$ cat config.mk
export PLATFORM = sky130hd
export DESIGN_NAME = hid_gamepad_report_mapper
export DESIGN_NICKNAME = d
export VERILOG_FILES = /design/src/rtl/hgrm_pkg.sv /design/src/rtl/hid_gamepad_report_mapper.sv
export VERILOG_INCLUDE_DIRS = /design/src /design/src/rtl
export SDC_FILE = /design/constraint.sdc
export NUM_CORES = 2
export LEC_CHECK = 0
export BUFFER_PORTS_ARGS = -buffer_cell sky130_fd_sc_hd__buf_2
export CORE_MARGIN = 10
export CORE_UTILIZATION = 50
export DETAILED_ROUTE_END_ITERATION = 12
export PLACE_DENSITY = 0.67
export SYNTH_ARGS = -nofsm -noshare
export SYNTH_HDL_FRONTEND = slang
export SYNTH_SLANG_ARGS = --single-unit
$ cat constraint.sdc
create_clock -name clk -period 14.55 [get_ports clk]
set_input_delay 1.455 -clock clk [delete_from_list [all_inputs] [get_ports clk]]
set_output_delay 1.455 -clock clk [all_outputs]
set_load 0.01 [all_outputs]
$ cat src/rtl/hid_gamepad_report_mapper_macros.svh
// ----------------------------------------------------------------------------
// hid_gamepad_report_mapper_macros.svh
// Assertion macros for the gamepad report mapper. All use clk and rst_n of
// the including module. Define NO_ASSERTIONS to drop them.
// ----------------------------------------------------------------------------
`ifndef HID_GAMEPAD_REPORT_MAPPER_MACROS_SVH
`define HID_GAMEPAD_REPORT_MAPPER_MACROS_SVH

`ifndef NO_ASSERTIONS

// same-cycle implication
`define HGRM_ASSERT_IMP(lbl, ante, cons) \
    lbl: assert property (@(posedge clk) disable iff (!rst_n) (ante) |-> (cons)) \
        else $error("hgrm assertion failed");

// next-cycle implication
`define HGRM_ASSERT_NXT(lbl, ante, cons) \
    lbl: assert property (@(posedge clk) disable iff (!rst_n) (ante) |=> (cons)) \
        else $error("hgrm assertion failed");

`else

`define HGRM_ASSERT_IMP(lbl, ante, cons)
`define HGRM_ASSERT_NXT(lbl, ante, cons)

`endif

`endif

$ cat src/rtl/hgrm_pkg.sv
// ----------------------------------------------------------------------------
// hgrm_pkg
// Types, usage codes and lookup functions for the gamepad report mapper.
// ----------------------------------------------------------------------------
package hgrm_pkg;

    localparam int USAGE_W   = 16;
    localparam int VAL_W     = 32;
    localparam int S_TDATA_W = 112;  // usage, raw_value, logical_min, logical_max
    localparam int S_TUSER_W = 2;    // op, first_in_report
    localparam int M_TDATA_W = 96;   // buttons, triggers, four stick axes

    // scaling datapath
    localparam int RANGE_W   = 33;   // max - min never wraps at 33 bits
    localparam int NUM_W     = 50;   // magnitude of the scaled numerator
    localparam int DEN_W     = 32;   // magnitude of the range
    localparam int DIV_STEPS = NUM_W;
    localparam int CNT_W     = $clog2(DIV_STEPS);

    localparam logic OP_BUTTON = 1'b0;
    localparam logic OP_VALUE  = 1'b1;

    localparam logic [USAGE_W-1:0] USAGE_X     = 16'h0030;
    localparam logic [USAGE_W-1:0] USAGE_Y     = 16'h0031;
    localparam logic [USAGE_W-1:0] USAGE_Z     = 16'h0032;
    localparam logic [USAGE_W-1:0] USAGE_RX    = 16'h0033;
    localparam logic [USAGE_W-1:0] USAGE_RY    = 16'h0034;
    localparam logic [USAGE_W-1:0] USAGE_RZ    = 16'h0035;
    localparam logic [USAGE_W-1:0] USAGE_SLIDE = 16'h0036;
    localparam logic [USAGE_W-1:0] USAGE_DIAL  = 16'h0037;
    localparam logic [USAGE_W-1:0] USAGE_HAT   = 16'h0039;
    localparam logic [USAGE_W-1:0] USAGE_BRAKE = 16'h00c5;
    localparam logic [USAGE_W-1:0] USAGE_ACCEL = 16'h00c4;

    localparam logic signed [15:0] STICK_MAX = 16'sh7FFF;
    localparam logic signed [15:0] STICK_MIN = -16'sh8000;
    localparam logic [7:0]         TRIG_MID  = 8'd127;
    localparam logic [7:0]         TRIG_MAX  = 8'd255;

    typedef enum logic [3:0] {
        TGT_NONE,
        TGT_BUTTON,
        TGT_LX,
        TGT_LY,
        TGT_RX,
        TGT_RY,
        TGT_LT,
        TGT_RT,
        TGT_HAT
    } target_t;

    function automatic target_t decode_target(input logic op,
                                              input logic [USAGE_W-1:0] usage);
        target_t t;
        if (op == OP_BUTTON)
        begin
            t = TGT_BUTTON;
        end
        else
        begin
            unique case (usage)
                USAGE_X:                          t = TGT_LX;
                USAGE_Y:                          t = TGT_LY;
                USAGE_Z:                          t = TGT_RX;
                USAGE_RZ:                         t = TGT_RY;
                USAGE_RX, USAGE_SLIDE, USAGE_BRAKE: t = TGT_LT;
                USAGE_RY, USAGE_DIAL, USAGE_ACCEL:  t = TGT_RT;
                USAGE_HAT:                        t = TGT_HAT;
                default:                          t = TGT_NONE;
            endcase
        end
        return t;
    endfunction

    function automatic logic [15:0] button_bit(input logic [USAGE_W-1:0] usage);
        logic [15:0] b;
        unique case (usage)
            16'd1:   b = 16'h1000;  // A
            16'd2:   b = 16'h2000;  // B
            16'd4:   b = 16'h4000;  // X
            16'd5:   b = 16'h8000;  // Y
            16'd7:   b = 16'h0100;  // left shoulder
            16'd8:   b = 16'h0200;  // right shoulder
            16'd11:  b = 16'h0020;  // back
            16'd12:  b = 16'h0010;  // start
            16'd14:  b = 16'h0040;  // left thumb
            16'd15:  b = 16'h0080;  // right thumb
            default: b = 16'h0000;
        endcase
        return b;
    endfunction

    // hat position to D-pad bits (up, down, left, right in bits 0..3)
    function automatic logic [15:0] hat_bits(input logic [VAL_W-1:0] h);
        logic [15:0] b;
        if (h > 32'd7)
        begin
            b = 16'h0000;
        end
        else
        begin
            unique case (h[2:0])
                3'd0: b = 16'h0001;
                3'd1: b = 16'h0009;
                3'd2: b = 16'h0008;
                3'd3: b = 16'h000A;
                3'd4: b = 16'h0002;
                3'd5: b = 16'h0006;
                3'd6: b = 16'h0004;
                3'd7: b = 16'h0005;
                default: b = 16'h0000;
            endcase
        end
        return b;
    endfunction

endpackage

$ cat src/rtl/hid_gamepad_report_mapper.sv
// ----------------------------------------------------------------------------
// hid_gamepad_report_mapper
// Maps decoded HID usages onto a gamepad report: button bits, D-pad from the
// hat switch, triggers scaled to 0..255, sticks scaled to signed 16 bits.
//
//   channel  dir  payload (low bits first)
//   s_axis   in   tuser: op, first_in_report
//                 tdata: usage, raw_value, logical_min, logical_max
//   m_axis   out  tdata: buttons, left_trigger, right_trigger,
//                        left_x, left_y, right_x, right_y
//
// Buttons, hat and unknown usages go from PREP straight to DONE. An axis in the
// deadzone or with zero range goes through PREP, CALC and DONE. Other axes also
// pass through DIV, a 50-step restoring divider sharing one 33-bit subtractor.
// One request in flight; the result waits in the output register, and the
// next result is held in DONE until the previous one is taken.
// Reset clears buttons, triggers and sticks to zero.
// ----------------------------------------------------------------------------
`include "hid_gamepad_report_mapper_macros.svh"

module hid_gamepad_report_mapper
(
    input  logic                           clk,
    input  logic                           rst_n,

    input  logic                           s_axis_tvalid,
    output logic                           s_axis_tready,
    // usage[15:0], raw_value[47:16], logical_min[79:48], logical_max[111:80]
    input  logic [hgrm_pkg::S_TDATA_W-1:0] s_axis_tdata,
    // op[0], first_in_report[1]
    input  logic [hgrm_pkg::S_TUSER_W-1:0] s_axis_tuser,

    output logic                           m_axis_tvalid,
    input  logic                           m_axis_tready,
    // buttons[15:0], left_trigger[23:16], right_trigger[31:24], left_x[47:32],
    // left_y[63:48], right_x[79:64], right_y[95:80]
    output logic [hgrm_pkg::M_TDATA_W-1:0] m_axis_tdata
);

    import hgrm_pkg::*;

    typedef enum logic [2:0] {
        ST_IDLE,
        ST_PREP,
        ST_CALC,
        ST_DIV,
        ST_DONE
    } state_t;

    state_t                     state_reg;

    // latched request
    target_t                    tgt_reg;
    logic                       first_reg;
    logic [USAGE_W-1:0]         usage_reg;
    logic [VAL_W-1:0]           raw_reg;
    logic [VAL_W-1:0]           min_reg;
    logic [VAL_W-1:0]           max_reg;

    // scaling datapath
    logic signed [RANGE_W-1:0]  range_reg;
    logic signed [RANGE_W-1:0]  offs_reg;
    logic                       mid_reg;
    logic                       neg_reg;
    logic [NUM_W-1:0]           quo_reg;
    logic [DEN_W:0]             rem_reg;
    logic [DEN_W-1:0]           den_reg;
    logic [CNT_W-1:0]           cnt_reg;

    // report state
    logic [15:0]                button_mask_reg;
    logic [7:0]                 lt_reg;
    logic [7:0]                 rt_reg;
    logic signed [15:0]         lx_reg;
    logic signed [15:0]         ly_reg;
    logic signed [15:0]         rx_reg;
    logic signed [15:0]         ry_reg;

    logic                       m_tvalid_reg;
    logic [M_TDATA_W-1:0]       m_tdata_reg;

    logic                       accept;
    logic                       out_free;

    assign s_axis_tready = (state_reg == ST_IDLE);
    assign accept        = s_axis_tvalid && s_axis_tready;
    assign out_free      = !m_tvalid_reg || m_axis_tready;
    assign m_axis_tvalid = m_tvalid_reg;
    assign m_axis_tdata  = m_tdata_reg;

    // ---------------- PREP: buttons and hat ----------------
    logic [15:0] mask_base;
    logic        hat_in_range;
    logic [15:0] mask_prep;

    always_comb
    begin
        mask_base    = first_reg ? 16'h0000 : button_mask_reg;
        hat_in_range = (raw_reg >= min_reg) && (raw_reg <= max_reg);
        mask_prep    = mask_base;
        if (tgt_reg == TGT_BUTTON)
        begin
            mask_prep = mask_base | button_bit(usage_reg);
        end
        else if (tgt_reg == TGT_HAT && hat_in_range)
        begin
            mask_prep = mask_base | hat_bits(raw_reg);
        end
    end

    logic is_scaled;
    logic is_stick;

    assign is_stick  = (tgt_reg == TGT_LX) || (tgt_reg == TGT_LY) ||
                       (tgt_reg == TGT_RX) || (tgt_reg == TGT_RY);
    assign is_scaled = is_stick || (tgt_reg == TGT_LT) || (tgt_reg == TGT_RT);

    // ---------------- CALC: deadzone and numerator ----------------
    logic signed [RANGE_W-1:0] range_half;
    logic signed [RANGE_W:0]   diff;
    logic [RANGE_W:0]          diff_abs;
    logic [RANGE_W+4:0]        dz_plus1;
    logic [RANGE_W+4:0]        dz_lhs;
    logic                      dz_hit;
    logic signed [NUM_W:0]     offs_w;
    logic signed [NUM_W:0]     range_w;
    logic signed [NUM_W:0]     num_raw;
    logic signed [NUM_W:0]     num_adj;
    logic [NUM_W:0]            num_abs;
    logic [RANGE_W-1:0]        den_abs;

    always_comb
    begin
        // range/2 truncated toward zero
        range_half = (range_reg >>> 1) +
                     ((range_reg[RANGE_W-1] && range_reg[0]) ?
                      RANGE_W'(1) : RANGE_W'(0));
        diff     = (RANGE_W+1)'(offs_reg) - (RANGE_W+1)'(range_half);
        diff_abs = diff[RANGE_W] ? (RANGE_W+1)'(-diff) : (RANGE_W+1)'(diff);
        // |diff| < trunc(range/10)  <=>  10*(|diff|+1) <= range, range > 0
        dz_plus1 = (RANGE_W+5)'(diff_abs) + (RANGE_W+5)'(1);
        dz_lhs   = (dz_plus1 << 3) + (dz_plus1 << 1);
        dz_hit   = !range_reg[RANGE_W-1] && (dz_lhs <= (RANGE_W+5)'(range_reg));

        offs_w  = (NUM_W+1)'(offs_reg);
        range_w = (NUM_W+1)'(range_reg);
        // stick: offs*65535 - range*32768 ; trigger: offs*255
        if (is_stick)
            num_raw = (offs_w <<< 16) - offs_w - (range_w <<< 15);
        else
            num_raw = (offs_w <<< 8) - offs_w;
        num_adj = range_reg[RANGE_W-1] ? -num_raw : num_raw;
        num_abs = num_adj[NUM_W] ? (NUM_W+1)'(-num_adj) : (NUM_W+1)'(num_adj);
        den_abs = range_reg[RANGE_W-1] ? RANGE_W'(-range_reg) : RANGE_W'(range_reg);
    end

    // ---------------- DIV: one restoring step per cycle ----------------
    logic [DEN_W:0]   rem_shift;
    logic [DEN_W+1:0] div_trial;
    logic             div_take;

    always_comb
    begin
        rem_shift = {rem_reg[DEN_W-1:0], quo_reg[NUM_W-1]};
        div_trial = (DEN_W+2)'(rem_shift) - (DEN_W+2)'(den_reg);
        div_take  = !div_trial[DEN_W+1];
    end

    // ---------------- DONE: saturate and place ----------------
    logic signed [15:0] stick_val;
    logic signed [15:0] stick_neg;
    logic [7:0]         trig_val;
    logic [15:0]        q_low;
    logic signed [15:0] lx_new;
    logic signed [15:0] ly_new;
    logic signed [15:0] rx_new;
    logic signed [15:0] ry_new;
    logic [7:0]         lt_new;
    logic [7:0]         rt_new;

    always_comb
    begin
        q_low = quo_reg[15:0];
        priority if (mid_reg)
            stick_val = 16'sd0;
        else if (neg_reg && quo_reg > NUM_W'(32768))
            stick_val = STICK_MIN;
        else if (neg_reg)
            stick_val = -$signed(q_low);
        else if (quo_reg > NUM_W'(32767))
            stick_val = STICK_MAX;
        else
            stick_val = $signed(q_low);

        // negation saturates: the most negative value flips to the top
        stick_neg = (stick_val == STICK_MIN) ? STICK_MAX : -stick_val;

        priority if (mid_reg)
            trig_val = TRIG_MID;
        else if (neg_reg)
            trig_val = 8'd0;
        else if (quo_reg > NUM_W'(TRIG_MAX))
            trig_val = TRIG_MAX;
        else
            trig_val = quo_reg[7:0];

        lx_new = (tgt_reg == TGT_LX) ? stick_val : lx_reg;
        ly_new = (tgt_reg == TGT_LY) ? stick_neg : ly_reg;
        rx_new = (tgt_reg == TGT_RX) ? stick_val : rx_reg;
        ry_new = (tgt_reg == TGT_RY) ? stick_neg : ry_reg;
        lt_new = (tgt_reg == TGT_LT) ? trig_val  : lt_reg;
        rt_new = (tgt_reg == TGT_RT) ? trig_val  : rt_reg;
    end

    // ---------------- sequencer ----------------
    always_ff @(posedge clk or negedge rst_n)
    begin
        if (!rst_n)
        begin
            state_reg       <= ST_IDLE;
            m_tvalid_reg    <= 1'b0;
            button_mask_reg <= 16'h0000;
            lt_reg          <= 8'd0;
            rt_reg          <= 8'd0;
            lx_reg          <= 16'sd0;
            ly_reg          <= 16'sd0;
            rx_reg          <= 16'sd0;
            ry_reg          <= 16'sd0;
        end
        else
        begin
            if (state_reg == ST_DONE && out_free)
                m_tvalid_reg <= 1'b1;
            else if (m_axis_tready)
                m_tvalid_reg <= 1'b0;

            unique case (state_reg)
                ST_IDLE:
                begin
                    if (accept)
                    begin
                        tgt_reg   <= decode_target(s_axis_tuser[0], s_axis_tdata[15:0]);
                        first_reg <= s_axis_tuser[1];
                        usage_reg <= s_axis_tdata[15:0];
                        raw_reg   <= s_axis_tdata[47:16];
                        min_reg   <= s_axis_tdata[79:48];
                        max_reg   <= s_axis_tdata[111:80];
                        state_reg <= ST_PREP;
                    end
                end

                ST_PREP:
                begin
                    button_mask_reg <= mask_prep;
                    if (first_reg)
                    begin
                        lt_reg <= 8'd0;
                        rt_reg <= 8'd0;
                    end
                    range_reg <= RANGE_W'($signed(max_reg)) - RANGE_W'($signed(min_reg));
                    offs_reg  <= RANGE_W'($signed(raw_reg)) - RANGE_W'($signed(min_reg));
                    mid_reg   <= 1'b0;
                    state_reg <= is_scaled ? ST_CALC : ST_DONE;
                end

                ST_CALC:
                begin
                    rem_reg <= '0;
                    cnt_reg <= '0;
                    quo_reg <= num_abs[NUM_W-1:0];
                    den_reg <= den_abs[DEN_W-1:0];
                    neg_reg <= num_adj[NUM_W];
                    if (range_reg == '0 || dz_hit)
                    begin
                        mid_reg   <= 1'b1;
                        state_reg <= ST_DONE;
                    end
                    else
                    begin
                        state_reg <= ST_DIV;
                    end
                end

                ST_DIV:
                begin
                    rem_reg <= div_take ? div_trial[DEN_W:0] : rem_shift;
                    quo_reg <= {quo_reg[NUM_W-2:0], div_take};
                    cnt_reg <= cnt_reg + CNT_W'(1);
                    if (cnt_reg == CNT_W'(DIV_STEPS - 1))
                        state_reg <= ST_DONE;
                end

                ST_DONE:
                begin
                    if (out_free)
                    begin
                        lx_reg       <= lx_new;
                        ly_reg       <= ly_new;
                        rx_reg       <= rx_new;
                        ry_reg       <= ry_new;
                        lt_reg       <= lt_new;
                        rt_reg       <= rt_new;
                        m_tdata_reg  <= {ry_new, rx_new, ly_new, lx_new,
                                         rt_new, lt_new, button_mask_reg};
                        state_reg    <= ST_IDLE;
                    end
                end

                default:
                begin
                    state_reg <= ST_IDLE;
                end
            endcase
        end
    end

    // ---------------- assertions ----------------
    `HGRM_ASSERT_NXT(a_accept_to_prep, accept, state_reg == ST_PREP)
    `HGRM_ASSERT_IMP(a_div_rem_below_den, state_reg == ST_DIV, rem_reg < {1'b0, den_reg})
    `HGRM_ASSERT_IMP(a_result_from_done, $rose(m_axis_tvalid), $past(state_reg == ST_DONE))
    `HGRM_ASSERT_NXT(a_first_clears_triggers, state_reg == ST_PREP && first_reg,
                     lt_reg == 8'd0 && rt_reg == 8'd0)

endmodule
[Word level (Yosys, flattened, before mapping)]
Memories as Yosys holds them, arrays and structs flattened. A register that Yosys moved wholly into a read port is not among the register bits.
Cells that the tools add are included.
Word-level totals
  register bits after elaboration: 501
  memories kept: 2
  ROM bits: 192
  word-level logic and storage cells: 167
  bits of input ports: 118
Cells by class
  mux-type cells: 50
  bitwise operators: 2
  eq/ne operators: 30
  order comparisons: 7
  $add $sub $neg: 17
  reductions and logical operators: 35
Memory list
  (no name shown): depth 16, width 10, rd ports 1, clocked after memory_dff 1, wr ports 0, RTL line hgrm_pkg.sv:77  | unique case (usage)
  (no name shown): depth 8, width 4, rd ports 1, clocked after memory_dff 1, wr ports 0, RTL line hgrm_pkg.sv:102  | unique case (h[2:0])
Operators by type and width (number)
  $mux W16: 17
  $eq A16 B6 Y1 const B: 9
  $mux W51: 2
  $pmux W50 S2: 1
  $sub A32 B32 Y33: 2
  $mux W32: 2
  $mux W8: 8
  $pmux W32 S2: 1
  $neg A51 Y51: 1
  $sub A50 B48 Y51: 1
  $gt A50 B15 Y1 const B: 1
  $gt A50 B16 Y1 const B: 1
  $gt A50 B8 Y1 const B: 1
  $mux W50: 1
  $neg A50 Y50: 1
  $sub A49 B33 Y50: 1
  $sub A41 B33 Y42: 1
  $add A38 B36 Y38: 1
  $le A38 B38 Y1: 1
  $add A34 B1 Y35 const B: 1
  $mux W34: 1
  $neg A34 Y34: 1
  $sub A33 B32 Y34: 1
  $sub A33 B33 Y34: 1
  other kinds (38): 83

[Depth between registers and ports, before layout]
  depth in word-level cells: 13
  gate-level depth with buffers: 59
  gate-level depth less buffers: 50

[Worst setup path after synthesis]
Ideal clock, no wire load.
  kind: flip-flop to flip-flop
  start point: register range_reg[32]
  end point: register state_reg[0]
  clock period less this slack: 10.788 ns
  path buffers: 9
  library setup time: 0.126 ns
  slack: 3.762 ns
  arrival time: 10.662 ns
  data required time: 14.424 ns
  cell stages (with the launch flop): 60
  path through: edfxtp_1 -> clkbuf_1 -> clkbuf_1 -> clkbuf_1 -> clkbuf_1 -> clkbuf_1 -> clkbuf_1 -> clkbuf_1 -> nand2_1 -> fa_1 -> inv_1 -> ha_1 -> o211ai_1 -> o211ai_1 -> a21oi_2 -> o31a_1 -> nor3_2 -> o21ai_1 -> [24 not listed] -> o211ai_2 -> o21bai_1 -> a21oi_1 -> o21ai_0 -> nand3_1 -> ha_1 -> a21oi_1 -> nor2b_1 -> o21ai_0 -> nand2b_1 -> a21oi_1 -> nor2b_1 -> o21ai_0 -> nand2b_1 -> a221o_1 -> a21oi_1 -> nor2_1 -> o32a_1
Between the ends
  cells in the longest elaborated chain, start to end: 13
Ends and longest elaborated chain
  start, declared: RTL line hid_gamepad_report_mapper.sv:61  | logic signed [RANGE_W-1:0] range_reg;
  start signal, assigned: RTL line hid_gamepad_report_mapper.sv:260  | range_reg <= RANGE_W'($signed(max_reg)) - RANGE_W'($signed(min_reg));
  $logic_and A1 B1 Y1: RTL line hid_gamepad_report_mapper.sv:136  | ((range_reg[RANGE_W-1] && range_reg[0]) ?
  $mux W1: RTL line hid_gamepad_report_mapper.sv:136
  $add A32 B2 Y33: RTL line hid_gamepad_report_mapper.sv:135  | range_half = (range_reg >>> 1) +
  $sub A33 B33 Y34: RTL line hid_gamepad_report_mapper.sv:138  | diff = (RANGE_W+1)'(offs_reg) - (RANGE_W+1)'(range_half);
  $neg A34 Y34: RTL line hid_gamepad_report_mapper.sv:139  | diff_abs = diff[RANGE_W] ? (RANGE_W+1)'(-diff) : (RANGE_W+1)'(diff);
  $mux W34: RTL line hid_gamepad_report_mapper.sv:139
  $add A34 B1 Y35: RTL line hid_gamepad_report_mapper.sv:141  | dz_plus1 = (RANGE_W+5)'(diff_abs) + (RANGE_W+5)'(1);
  $add A38 B36 Y38: RTL line hid_gamepad_report_mapper.sv:142  | dz_lhs = (dz_plus1 << 3) + (dz_plus1 << 1);
  $le A38 B38 Y1: RTL line hid_gamepad_report_mapper.sv:143  | dz_hit = !range_reg[RANGE_W-1] && (dz_lhs <= (RANGE_W+5)'(range_reg));
  $logic_and A1 B1 Y1: RTL line hid_gamepad_report_mapper.sv:143
  $logic_or A1 B1 Y1 *: RTL line hid_gamepad_report_mapper.sv:273  | if (range_reg == '0 || dz_hit)
  $mux W3 *: RTL line hid_gamepad_report_mapper.sv:273
  $pmux W3 S5 *: RTL line hid_gamepad_report_mapper.sv:237  | unique case (state_reg)
  end signal, assigned: RTL line hid_gamepad_report_mapper.sv:263  | state_reg <= is_scaled ? ST_CALC : ST_DONE;
  end, declared: RTL line hid_gamepad_report_mapper.sv:50  | state_t state_reg;
Mark *: on every way between the ends. The rest lies on a longest branch, timed or not.
A chain may end at the register's enable or synchronous reset.

[Worst setup path in the final report]
  start point: register offs_reg[0]
  end point: register state_reg[0]
Between the ends
  cells in the longest elaborated chain, start to end: 10
Ends and longest elaborated chain
  start, declared: RTL line hid_gamepad_report_mapper.sv:62  | logic signed [RANGE_W-1:0] offs_reg;
  start signal, assigned: RTL line hid_gamepad_report_mapper.sv:261  | offs_reg <= RANGE_W'($signed(raw_reg)) - RANGE_W'($signed(min_reg));
  $sub A33 B33 Y34 *: RTL line hid_gamepad_report_mapper.sv:138
  $neg A34 Y34: RTL line hid_gamepad_report_mapper.sv:139
  $mux W34 *: RTL line hid_gamepad_report_mapper.sv:139
  $add A34 B1 Y35 *: RTL line hid_gamepad_report_mapper.sv:141
  $add A38 B36 Y38 *: RTL line hid_gamepad_report_mapper.sv:142
  $le A38 B38 Y1 *: RTL line hid_gamepad_report_mapper.sv:143
  $logic_and A1 B1 Y1 *: RTL line hid_gamepad_report_mapper.sv:143
  $logic_or A1 B1 Y1 *: RTL line hid_gamepad_report_mapper.sv:273
  $mux W3 *: RTL line hid_gamepad_report_mapper.sv:273
  $pmux W3 S5 *: RTL line hid_gamepad_report_mapper.sv:237
Marked as above.

==> summary.md <==
| Metric | Value |
|---|---|
| Status | complete, no violations |
| Count of final hold-check violations | 0 |
| Post-DP HPWL | 98400 um |
| Clock Sinks | 511 |
| GPL Wtd Cong | between 1 and 1.5 |
| Crit path capture type | flip-flop |
| Synth Instances | 4587 |
| Worst-margin pin slew | between 1 and 1.5 ns |
| Final Max Tran Viols | 0 |
| EDFF count, synth | 399 |
| Seq cells post-synth | slightly above 500 |
| Most frequent cells in the layout | nand2_1 (473), edfxtp_1 (399), nor2_1 (367) |
| Total CTS buffers | 55 |
| Worst Path Buf+Inv | 3 |
| DRT iter0 DRCs | ~3200 |
| Clock Latency Late Sink | 0.63 ns |
| Post-cts resize count | 0 |
| CP arrival | between 10 and 15 ns |
| First-pass GRT wire length | between 150000 and 200000 um |
| Drt total wl | roughly 120000 um |
| Layout area overhead | 9.41% |
| Worst-path maximum fanout | 12 |
| CP delay by family, top | compound AO/OA/AOI/OAI gates |
| Number of port buffers | 213 |
| Setup TNS | 0 ns |
| Initial Util | slightly above 50% |
| Worst path slowest cell | a21oi_1 |
| Required @ worst endpoint | ~15 ns |
| Final setup violation count | 0 |
| Max Cap Viol | 0 |
| Final worst path period share | about three quarters |
| Post-layout nets | ~5200 |
| Startpoint types | flip-flop |
| Placed cell areas | 0.0437 mm^2 |
| Die Area | approximately 0.095 mm^2 |
| Worst Hold Class | reg -> reg |
| Fin Clk Skew | ~0.030 ns |
| CTS Hold Bufs | 0 |
| Die X | around 310 um |
| Via count | approximately 35000 |
| Vias in the first global route | ~33000 |
| Relative max-transition margin | between 15 and 20% |
| Row cnt | 105 |
| Mapped Area | ~0.042 mm^2 |
| Cell variety after synth | ~130 |
| Clock buffer depth | 3 |
| Ys async rst share | a little under a fifth |
| Filler cells | roughly 7400 |
| Post-route cell area | ~0.046 mm^2 |
| Die H | between 300 and 400 um |
| Post-synthesis area per instance | between 9 and 10 um^2 |
| Final worst slack | approximately 3.6 ns |
| Post-place setup slack | 3.77 ns |
| Yosys warns | 0 |
| GRT Util Overall | ~25% |
| DR vias/cell | about 6 |
| Maximum operating frequency | just over 0.09 GHz |
| Number of flip-flops in the largest register | 94 |
| Post-CTS Setup Bufs | 0 |
| Post-route DRC | 0 |
| Pin count of the biggest net entering global routing | 82 |
| Per-cell routed wire length | about 21 um |
| Critical path class | reg -> reg |
| Final Critical Period | 10.95 ns |
| Core Box Area | between 0.08 and 0.09 mm^2 |
| Gr ovfl total | 0 |
| Initial antenna violation count | 6 |
| Seq/Total Area, Yosys | 35.3% |
| IO Count | roughly 220 |
| Cell mode on critical path | a21oi_1 |
| Clock root cell | clkbuf_16 |
| Detail Route Antenna Nets | 0 |
| CP max stage delay | about 0.8 ns |
| Share of cells above drive strength 1 | a little over 10% |
| Top FF cell, synth | edfxtp_1 |
| DRT Pass-1 Iters | 5 |
| Most common cell after layout, fill and taps aside | nand2_1 |
| Clock Pin Slew Worst Setup and Hold Paths | 0.07 ns |
| CTS H-tree lvls | 2 |
| RSZ-0062 raised after global routing | false |
| CTS tree | done |
[layer usage]
layer,up-vias,track usage (%),share of wire [%]
li1,17000,-,-
met1,16600,33.9,43
met2,1178,40.1,46
met3,219,4.00,7.4
met4,2,8.77,3.7
met5,-,0,0.011
[final timing paths]
path,cells past startpoint,startpoint,to,slack [ns]
max in group asynchronous,2,rst_n,rx_reg[5],12.48
hold / removal,1,flip-flop,button_mask_reg[1],0.45
hold reg to reg,1,flip-flop,button_mask_reg[1],0.45
setup / recovery,45,offs_reg[0],state_reg[0],3.60
setup reg to reg,45,offs_reg[0],state_reg[0],3.60
min in group asynchronous,1,rst_n,lt_reg[1],0.77
[area by class of cell]
type / count / area (um^2) / share of cell area [%]
Timing Repair Buffer: 237 / 1250 / 2.74
Inverter: 330 / 1240 / 2.72
Antenna cell: 3 / 7.51 / 0.0165
Tap cell: 1070 / 1340 / 2.94
Clock buffer: 73 / 1520 / 3.33
Multi-Input combinational cell: 3595 / 25100 / 55.1
Sequential cell: 511 / 14700 / 32.3
Clock inverter: 31 / 372 / 0.816
[metrics by stage]
step           util, %  instances  hold slack (ns)
6_report          55.3       5850            0.449
4_1_cts           55.3       5847            0.451
3_5_place_dp      53.0       5743            0.431
5_1_grt           55.3       5849            0.466
2_1_floorplan        -       4589            0.425
3_3_place_gp      53.0       5743            0.429
[logic make-up (layout without fill, tap and decap cells)]
logic type	Yosys count	in the layout	synth area share, %
AOI/OAI and AO/OA	1185	1185	18.8
and+or+nand+nor	1524	1524	18.0
xor gates and xnor gates	387	387	8.24
other	1	6	0.00900
muxes	100	100	2.55
buffers and inverters	483	671	4.44
adders and majority gates	396	396	12.6
DFF	511	511	35.3
[synth_stat cells (all sizes together) (16+ instances only)]
cell / instances / area share, %
fa: 38 / 1.8
a211oi: 40 / 0.80
a21o: 94 / 1.7
o21bai: 28 / 0.50
a21boi: 24 / 0.43
nor2: 371 / 3.4
mux2: 45 / 1.2
nand2b: 55 / 0.84
a31oi: 59 / 0.92
xor2: 129 / 2.7
o31ai: 55 / 1.1
or2: 41 / 0.62
or3: 38 / 0.61
xnor2: 257 / 5.5
dfrtp: 98 / 5.9
nand4: 72 / 1.1
nand3: 94 / 1.2
mux2i: 55 / 1.3
inv: 329 / 3.0
edfxtp: 399 / 29
and2: 31 / 0.47
nand2: 475 / 4.3
and3: 36 / 0.54
o41ai: 16 / 0.35
buf: 32 / 0.38
o21ai: 304 / 3.7
nor3b: 19 / 0.34
a22o: 30 / 0.63
o211ai: 41 / 0.78
nor4: 47 / 0.77
ha: 358 / 11
nor2b: 58 / 0.88
clkbuf: 121 / 1.1
o21a: 33 / 0.59
nor3: 111 / 1.4
a21oi: 292 / 3.5
Power is not shown: default switching activity piles up to over one toggle a cycle in this logic, so the estimate is an artifact.
